<file path="config.mk">
export PLATFORM = sky130hd
export DESIGN_NAME = line_sensor_widest_run_steering
export DESIGN_NICKNAME = d
export VERILOG_FILES = /design/src/rtl/lswrs_pkg.sv /design/src/rtl/line_sensor_widest_run_steering.sv
export SDC_FILE = /design/constraint.sdc
export NUM_CORES = 1
export LEC_CHECK = 0
export BUFFER_PORTS_ARGS = -buffer_cell sky130_fd_sc_hd__buf_2
export CORE_UTILIZATION = 35
export DETAILED_ROUTE_END_ITERATION = 6
export PLACE_DENSITY_LB_ADDON = 0.3
export SYNTH_ARGS = -nofsm -noshare
export SYNTH_HDL_FRONTEND = slang
export SYNTH_SLANG_ARGS = --single-unit
</file>
<file path="constraint.sdc">
create_clock -name clock -period 28.9 [get_ports clock]
set_input_delay 5.78 -clock clock [delete_from_list [all_inputs] [get_ports clock]]
set_output_delay 5.78 -clock clock [all_outputs]
set_load 0.05 [all_outputs]
</file>
<file path="src/rtl/lswrs_pkg.sv">
`timescale 1ns / 1ps

package lswrs_pkg;

   // Sensor row and field widths
   localparam int NUM_SENSORS = 16;
   localparam int HIT_W       = 16;
   localparam int SCAN_N      = (NUM_SENSORS < HIT_W) ? NUM_SENSORS : HIT_W;
   localparam int IDX_W       = 4;
   localparam int CENTER_W    = 4;
   localparam int GAIN_W      = 8;
   localparam int SERVO_W     = 12;
   localparam int TERM_W      = 13;
   localparam int CSR_IDX_W   = 2;
   localparam int CSR_DATA_W  = 12;

   // Register indexes
   localparam logic [CSR_IDX_W-1:0] CSR_CENTER_POSITION = 2'd0;
   localparam logic [CSR_IDX_W-1:0] CSR_STEER_GAIN      = 2'd1;
   localparam logic [CSR_IDX_W-1:0] CSR_SERVO_CENTER    = 2'd2;

   // Register reset values
   localparam logic [CENTER_W-1:0] CENTER_POSITION_RST = 4'd7;
   localparam logic [GAIN_W-1:0]   STEER_GAIN_RST      = 8'd1;
   localparam logic [SERVO_W-1:0]  SERVO_CENTER_RST    = 12'd2048;

   localparam logic [SERVO_W-1:0]  SERVO_MAX = 12'd4095;

   typedef logic [HIT_W-1:0] hits_type;
   typedef logic [IDX_W-1:0] idx_type;

endpackage

</file>
<file path="src/rtl/line_sensor_widest_run_steering.sv">
`timescale 1ns / 1ps

// Line sensor widest-run steering.
// Input: pulse start with req_sensor_hits (one hit bit per sensor); busy stays
// low, so a new snapshot is taken on every cycle that start is high.
// Output: rsp_strobe is high for one cycle with the widest run of hits (a run
// may bridge one missed sensor; on equal width the later run wins), its floor
// midpoint, the proportional steering term and the saturated servo angle.
// rsp_angle_valid is low when the midpoint is zero; the angle is then the
// configured servo center.
// Throughput one snapshot per cycle. The start beat is held in the input
// register; the run search, midpoint and 4x8 multiply sit between the
// input register and the result register, which drives the strobe.
// Config: csr_we/csr_index/csr_wdata write center position (0), gain (1) and
// servo center (2); other indexes are ignored. Write only while idle.
// Reset (synchronous, active high) clears the pipeline valids and loads the
// register defaults (7, 1, 2048). The receiver cannot stall: each result is
// shown for exactly one cycle.
module line_sensor_widest_run_steering (
   input  logic                             clock,
   input  logic                             reset,
   input  logic                             start,
   output logic                             busy,
   input  logic [lswrs_pkg::HIT_W-1:0]      req_sensor_hits,
   output logic                             rsp_strobe,
   output logic [lswrs_pkg::IDX_W-1:0]      rsp_run_start,
   output logic [lswrs_pkg::IDX_W-1:0]      rsp_run_end,
   output logic [lswrs_pkg::IDX_W-1:0]      rsp_line_middle,
   output logic signed [lswrs_pkg::TERM_W-1:0] rsp_steer_term,
   output logic [lswrs_pkg::SERVO_W-1:0]    rsp_servo_angle,
   output logic                             rsp_angle_valid,
   input  logic                             csr_we,
   input  logic [lswrs_pkg::CSR_IDX_W-1:0]  csr_index,
   input  logic [lswrs_pkg::CSR_DATA_W-1:0] csr_wdata
);
   import lswrs_pkg::*;

   // Config registers
   logic [CENTER_W-1:0] center_ff, center_in;
   logic [GAIN_W-1:0]   gain_ff, gain_in;
   logic [SERVO_W-1:0]  servo_ff, servo_in;

   // Input stage
   logic     in_vld_ff, in_vld_in;
   hits_type hits_ff, hits_in;

   // Result stage
   logic                       out_vld_ff, out_vld_in;
   idx_type                    start_ff, start_in;
   idx_type                    end_ff, end_in;
   idx_type                    mid_ff, mid_in;
   logic signed [TERM_W-1:0]   term_ff, term_in;
   logic [SERVO_W-1:0]         angle_ff, angle_in;
   logic                       valid_ff, valid_in;

   // Run search signals
   hits_type   hit_mask, hit, bridged, run_first, run_last, span_mask;
   logic       found;
   idx_type    best_s, best_e;
   logic [IDX_W:0] mid_sum;
   logic signed [CENTER_W:0]        pos_err;
   logic signed [GAIN_W+CENTER_W+1:0] prod;
   logic signed [SERVO_W+1:0]       angle_sum;
   logic [SERVO_W-1:0]              angle_sat;
   int s, w;

   assign busy = 1'b0;

   // Config write
   always_comb begin
      center_in = center_ff;
      gain_in   = gain_ff;
      servo_in  = servo_ff;
      if (csr_we) begin
         case (csr_index)
            CSR_CENTER_POSITION: center_in = csr_wdata[CENTER_W-1:0];
            CSR_STEER_GAIN:      gain_in   = csr_wdata[GAIN_W-1:0];
            CSR_SERVO_CENTER:    servo_in  = csr_wdata[SERVO_W-1:0];
            default: ;
         endcase
      end
   end

   // Input capture
   assign in_vld_in = start & ~busy;
   assign hits_in   = (start & ~busy) ? req_sensor_hits : hits_ff;

   // Bridge single misses, then mark run edges
   always_comb begin
      hit_mask  = (SCAN_N >= HIT_W) ? {HIT_W{1'b1}} : ~({HIT_W{1'b1}} << SCAN_N);
      hit       = hits_ff & hit_mask;
      bridged   = hit | (~hit & (hit << 1) & (hit >> 1));
      run_first = bridged & ~(bridged << 1);
      run_last  = bridged & ~(bridged >> 1);
   end

   // Widest run first, later start on a tie
   always_comb begin
      found     = 1'b0;
      best_s    = '0;
      best_e    = '0;
      span_mask = '0;
      for (w = HIT_W - 1; w >= 0; w--) begin
         for (s = HIT_W - 1 - w; s >= 0; s--) begin
            span_mask = ({HIT_W{1'b1}} << s) & ({HIT_W{1'b1}} >> (HIT_W - 1 - s - w));
            if (!found && run_first[s] && run_last[s + w] && ((bridged & span_mask) == span_mask))
            begin
               found  = 1'b1;
               best_s = IDX_W'(s);
               best_e = IDX_W'(s + w);
            end
         end
      end
   end

   // Midpoint, steering term and saturated angle
   always_comb begin
      mid_sum   = {1'b0, best_s} + {1'b0, best_e};
      mid_in    = mid_sum[IDX_W:1];
      pos_err   = $signed({1'b0, center_ff}) - $signed({1'b0, mid_in});
      prod      = pos_err * $signed({1'b0, gain_ff});
      term_in   = prod[TERM_W-1:0];
      angle_sum = $signed({2'b00, servo_ff}) + (SERVO_W+2)'(term_in);
      if (angle_sum < 0) begin
         angle_sat = '0;
      end else if (angle_sum > $signed({2'b00, SERVO_MAX})) begin
         angle_sat = SERVO_MAX;
      end else begin
         angle_sat = angle_sum[SERVO_W-1:0];
      end
      valid_in   = (mid_in != '0);
      angle_in   = valid_in ? angle_sat : servo_ff;
      start_in   = best_s;
      end_in     = best_e;
      out_vld_in = in_vld_ff;
   end

   // Control and config registers
   always_ff @(posedge clock) begin
      if (reset) begin
         in_vld_ff  <= 1'b0;
         out_vld_ff <= 1'b0;
         center_ff  <= CENTER_POSITION_RST;
         gain_ff    <= STEER_GAIN_RST;
         servo_ff   <= SERVO_CENTER_RST;
      end else begin
         in_vld_ff  <= in_vld_in;
         out_vld_ff <= out_vld_in;
         center_ff  <= center_in;
         gain_ff    <= gain_in;
         servo_ff   <= servo_in;
      end
   end

   // Payload registers
   always_ff @(posedge clock) begin
      hits_ff <= hits_in;
      if (in_vld_ff) begin
         start_ff <= start_in;
         end_ff   <= end_in;
         mid_ff   <= mid_in;
         term_ff  <= term_in;
         angle_ff <= angle_in;
         valid_ff <= valid_in;
      end
   end

   assign rsp_strobe      = out_vld_ff;
   assign rsp_run_start   = start_ff;
   assign rsp_run_end     = end_ff;
   assign rsp_line_middle = mid_ff;
   assign rsp_steer_term  = term_ff;
   assign rsp_servo_angle = angle_ff;
   assign rsp_angle_valid = valid_ff;

   // Every accepted beat yields a result through the input and result registers
   a_beat_to_result: assert property (@(posedge clock) disable iff (reset)
      (start && !busy) |=> ##1 rsp_strobe)
      else $error("accepted beat produced no result");

   // No result without an accepted beat
   a_no_phantom: assert property (@(posedge clock) disable iff (reset)
      (!in_vld_ff) |=> !rsp_strobe)
      else $error("result without accepted beat");

   // Winning run is ordered and the valid flag tracks the midpoint
   a_run_order: assert property (@(posedge clock) disable iff (reset)
      rsp_strobe |-> (rsp_run_start <= rsp_run_end)
                     && (rsp_angle_valid == (rsp_line_middle != '0)))
      else $error("bad run bounds or angle valid flag");

endmodule
</file>
-- Yosys cells after proc, flatten, opt, wreduce, memory -nomap -nowiden
Index checks and enable logic that the tools add are counted.
- flip-flop bits (word level): 80
- logic and storage cells: 1104
- $add $sub $neg: 3
- $mul: 1
- magnitude comparators: 2
- equality and inequality tests: 122
- mux-type cells: 409
- bitwise gates (word level): 8
- reductions and logical operators: 547
- operator list (operator ; count):
    4-bit 2-to-1 mux ; 236
    1-bit logical AND ; 407
    1-bit 2-to-1 mux ; 137
    1-bit zero test ; 135
    3-bit 2-to-1 mux ; 26
    8-bit == test, second input constant ; 9
    9-bit == test, second input constant ; 8
    10-bit == test, second input constant ; 7
    7-bit == test, second input constant ; 10
    11-bit == test, second input constant ; 6
    6-bit == test, second input constant ; 11
    12-bit == test, second input constant ; 5
    5-bit == test, second input constant ; 12
    13-bit == test, second input constant ; 4
    4-bit == test, second input constant ; 13
    16-bit AND ; 3
    14-bit == test, second input constant ; 3
    3-bit == test, second input constant ; 14
    12-bit 2-to-1 mux ; 3
    2-bit == test, second input constant ; 16
    16-bit inverter ; 2
    15-bit == test, second input constant ; 2
    16-bit by 15-bit AND with 16-bit output ; 1
    16-bit == test, second input constant ; 1
    other kinds (13) ; 21

-- Depth between registers and ports, before layout
- word-level depth: 692
- mapped depth: 48
- depth with buffers taken out: 41

-- Worst setup path after synthesis
OpenSTA, ideal clock, no wires.
- path type: reg-to-reg
- from: register hits_ff[3], in the netlist hit[3]
- to: register angle_ff[10], in the netlist rsp_servo_angle[10], data pin
- setup time: 0.260 ns
- arrival: 9.555 ns
- setup slack: 19.085 ns
- cell stages (with the launch flop): 41
- buffers on the path: 5
- clock period less this slack: 9.815 ns
- cells stage by stage: edfxtp_1 > or3b_1 > or3_1 > buf_2 > a2111o_1 > o211ai_1 > nor4_1 > and4_1 > clkbuf_2 > clkbuf_1 > nand3_1 > o21ai_0 > nor3_1 > nand4_1 > fa_1 > xor2_1 > inv_1 > fa_1 > (+5 left out) > fa_1 > fa_1 > inv_1 > fa_1 > a21oi_1 > nor2_1 > nor2_1 > xnor2_1 > ha_1 > a21oi_1 > o21ai_0 > a211o_1 > o211ai_1 > nor4_1 > a211oi_1 > clkbuf_1 > a21oi_1 > mux2_4
- RTL lines (what ; line ; source):
    start, declared ; line_sensor_widest_run_steering.sv:45 ; hits_type hits_ff, hits_in;
    start signal, assigned ; line_sensor_widest_run_steering.sv:157 ; hits_ff <= hits_in;
    end signal, assigned ; line_sensor_widest_run_steering.sv:163 ; angle_ff <= angle_in;
    end, declared ; line_sensor_widest_run_steering.sv:53 ; logic [SERVO_W-1:0] angle_ff, angle_in;

==> key figures <==
Worst setup path
  – Setup CP Type: reg2reg
  – CP max stage cell: nor3b_2
  – Crit path DAT: 12.36 ns
  – R2R cell count: 34
  – R2R Setup Slk: 16.65 ns
  – Crit-path most repeated cell: fa_1
  – Worst-path maximum fanout: 26
  – Top delay family on crit path: simple AND/OR/NAND/NOR gates
  – Worst r2r dst: rsp_servo_angle[1]
  – Critical R2R Launch: hit[11]
  – CP startpoint kind: flop
  – Req. time, crit path: 29.00 ns
  – Delay of the slowest critical-path stage: 0.98 ns
  – Setup crit end kind: flop
  – CP Buf/Inv Count: 3

Power
  – Peak VDD IR: 0.104 mV
  – Leak: 3.69 nW
  – Power per cell area: 141 mW/mm²

Routing
  – Final ANT Viol Nets: 0
  – Drt total wl: 31700 µm
  – DRC: 0
  – Via Count: 8342
  – Detailed Routing Iterations Pass 1: 5
  – DR vias/cell: ~6.1
  – 1st-iter DRT viols: ~1200
  – Routed len/inst: 23.3 µm

Timing
  – Minimum clock period: 12.25 ns
  – Slew @ Worst Pin: around 1.2 ns
  – RSZ-0062 raised after global routing: no
  – Worst slew margin: 0.182
  – Final clock period utilization by the worst path: 0.424
  – Max Slew Vio Count: 0
  – Setup TNS: 0 ns
  – Final Hold Fails: 0
  – Max Clk Rate: 81.6 MHz
  – Clk_skew: 0.00827 ns
  – Final Setup Violations: 0

Floorplan
  – Initial Util: 0.358
  – Core area: 0.0235 mm²
  – # IOs: 74
  – Die Wd: 157 µm
  – Die area: around 0.025 mm²
  – Die Y: 157 µm
  – Row Count: 56

Clock tree
  – CTS Buf Count: 9
  – Clock Latency Late Sink: 0.36 ns
  – Clock sink count: 80
  – Cts repair resizes: 0
  – CTS tree: built
  – Clock transition at the registers of the reported paths: 0.06 ns
  – Max clock buf depth: 2
  – Post-CTS Setup Bufs: 0
  – Root Driver: clkbuf_16
  – Htree depth: 3
  – Cts hold-fix bufs: 0

Cells and area
  – Area Overhead vs Synth: 9.54%
  – Cell area after layout: 0.00924 mm²
  – # fillers: 2459
  – FF+latch area: 0.00214 mm²
  – Nets: about 1100
  – Area of the multi-input gates: ~0.0057 mm²
  – Diode count: 0
  – Most common cell after layout, fill and taps aside: nor2_1
  – Share of cells above drive strength 1: 0.166
  – Commonest cells after routing, fill and taps aside: 88 x nor2_1, 82 x nand2_1, 73 x a21oi_1, 72 x buf_2, 54 x edfxtp_1

Hold path
  – HP Start: servo_ff[4]
  – Hold EP: servo_ff[4]
  – HP Class: reg2reg
  – Hold path cells: 2

Placed design
  – Post-DP Area: roughly 0.009 mm²
  – HPWL Detailed: between 20000 and 25000 µm
  – Final RePlAce weighted congestion: between 1 and 1.5
  – Port bufs: 72

Global routing
  – Antenna violations before repair: 0
  – Grt ovf: 0
  – Tot GR Track Use: 0.263
  – Largest net degree at the start of global routing: 40
  – First-pass GRT wire length: 48500 µm
  – Vias in the first global route: between 7000 and 8000

Synthesis
  – Synth warn: 0
  – Mapped Nets: about 1100
  – Number of synthesized register bits: 80
  – Syn Area/Cell: 8.42 µm²
  – Post-synth ARST share: 0
  – Top FF cell, synth: edfxtp_1
  – Seq/Total Area, Yosys: 0.254
  – Number of flops mapped to enable cells by yosys: 54
  – Synth unique cells: 98
  – Mapped Cells: 1002
  – Syn Std Cell Area: 0.00843 mm²

Run status
  – Status: complete, no violations

Job
  – # Max-Cap Violations: 0
cell families (layout without fill, tap and decap cells):
group                      count (synthesis)  count (layout)  synth area share
AOI/OAI and AO/OA                        269             269             0.218
other                                      1               1          0.000445
buffers and inverters                    113             154            0.0651
adders and majority gates                 69              69             0.122
DFF                                       80              80             0.254
xor gates and xnor gates                  23              23            0.0239
muxes                                     21              21            0.0309
and+or+nand+nor                          426             426             0.287
through the flow:
| stage | hold slack, ns | std cells | total power (W) | setup WS (ns) | util |
|---|---|---|---|---|---|
| floorplan | 0.451 | 1002 | 0.000969 | 19.08 | - |
| global placement | 0.480 | 1345 | 0.00116 | 16.87 | 0.380 |
| finish | 0.495 | 1362 | 0.00130 | 16.65 | 0.392 |
| global route | 0.526 | 1362 | 0.00142 | 16.14 | 0.392 |
| detailed placement | 0.485 | 1345 | 0.00117 | 16.84 | 0.380 |
| CTS | 0.495 | 1361 | 0.00129 | 16.79 | 0.392 |
cell usage after synthesis, types with 8 or more instances:
master / instances / area (µm²)
inv_1: 52 / 195
nor3b_1: 20 / 150
xor2_1: 11 / 96.3
a211oi_1: 11 / 82.6
a21o_1: 18 / 135
xnor2_1: 12 / 105
a31oi_1: 12 / 75.1
fa_1: 22 / 440
nor3_1: 40 / 200
buf_4: 8 / 60.1
or3_1: 8 / 50.1
buf_2: 25 / 125
a21oi_2: 12 / 105
or3b_1: 8 / 70.1
edfxtp_1: 54 / 1620
nor4_1: 16 / 100
o22ai_1: 12 / 75.1
nand3_1: 25 / 125
mux2i_1: 8 / 80.1
dfxtp_1: 26 / 521
nand2b_1: 13 / 81.3
a21oi_1: 73 / 365
nor2_1: 88 / 330
ha_1: 46 / 576
mux2_4: 9 / 135
and2_1: 22 / 138
nor2b_1: 15 / 93.8
or3b_2: 11 / 96.3
o21ai_0: 51 / 255
nand2_1: 82 / 308
nand4_1: 18 / 113
a211o_1: 8 / 70.1
clkbuf_1: 18 / 67.6
routing by layer:
layer,global-route usage,wire length (µm)
met5,0,0
met4,0.118,1360
met3,0.0570,3270
met2,0.355,12400
met1,0.391,14700
cell type report:
type                            count  share of cell area
Sequential cell                    80               0.232
Clock inverter                      5             0.00623
Multi-Input combinational cell    809               0.622
Tap cell                          319              0.0432
Inverter                           52              0.0211
Timing Repair Buffer               86              0.0501
Clock buffer                       11              0.0252
how the worst max path moves through the flow:
stage	startpoint	to	slack, ns	depth (start not counted)
detailed placement	hit[11]	rsp_servo_angle[1]	16.84	34
CTS	hit[11]	rsp_servo_angle[1]	16.79	34
floorplan	hit[3]	rsp_servo_angle[10]	19.08	40
global route	hit[11]	rsp_servo_angle[7]	16.14	36
finish	hit[11]	rsp_servo_angle[1]	16.65	34
global placement	hit[7]	rsp_servo_angle[0]	16.87	35
state kept, by name (all words and copies together) (netlist names):
signal	cells
rsp_run_end	4
center_ff	4
rsp_angle_valid	1
in_vld_ff	1
rsp_servo_angle	12
rsp_line_middle	4
rsp_steer_term	13
rsp_strobe	1
hit	16
rsp_run_start	4
servo_ff	12
gain_ff	8
worst register-to-register path, delay by kind of cell, from the launching register on:
kind                       cells  cell delay, ns
buffers and inverters          3            0.53
adders and majority gates      6            2.72
muxes                          1            0.32
DFF                            1            0.96
AOI/OAI and AO/OA             14            3.44
and+or+nand+nor                9            3.70
xor gates and xnor gates       1            0.34
report_power, final:
group,internal [W],switching [W]
Combinational,0.000387,0.000581
Sequential,0.000196,0.0000180
Clock,0.0000673,0.0000510
Total,0.000650,0.000650
Power figures use the tool's default switching activity.
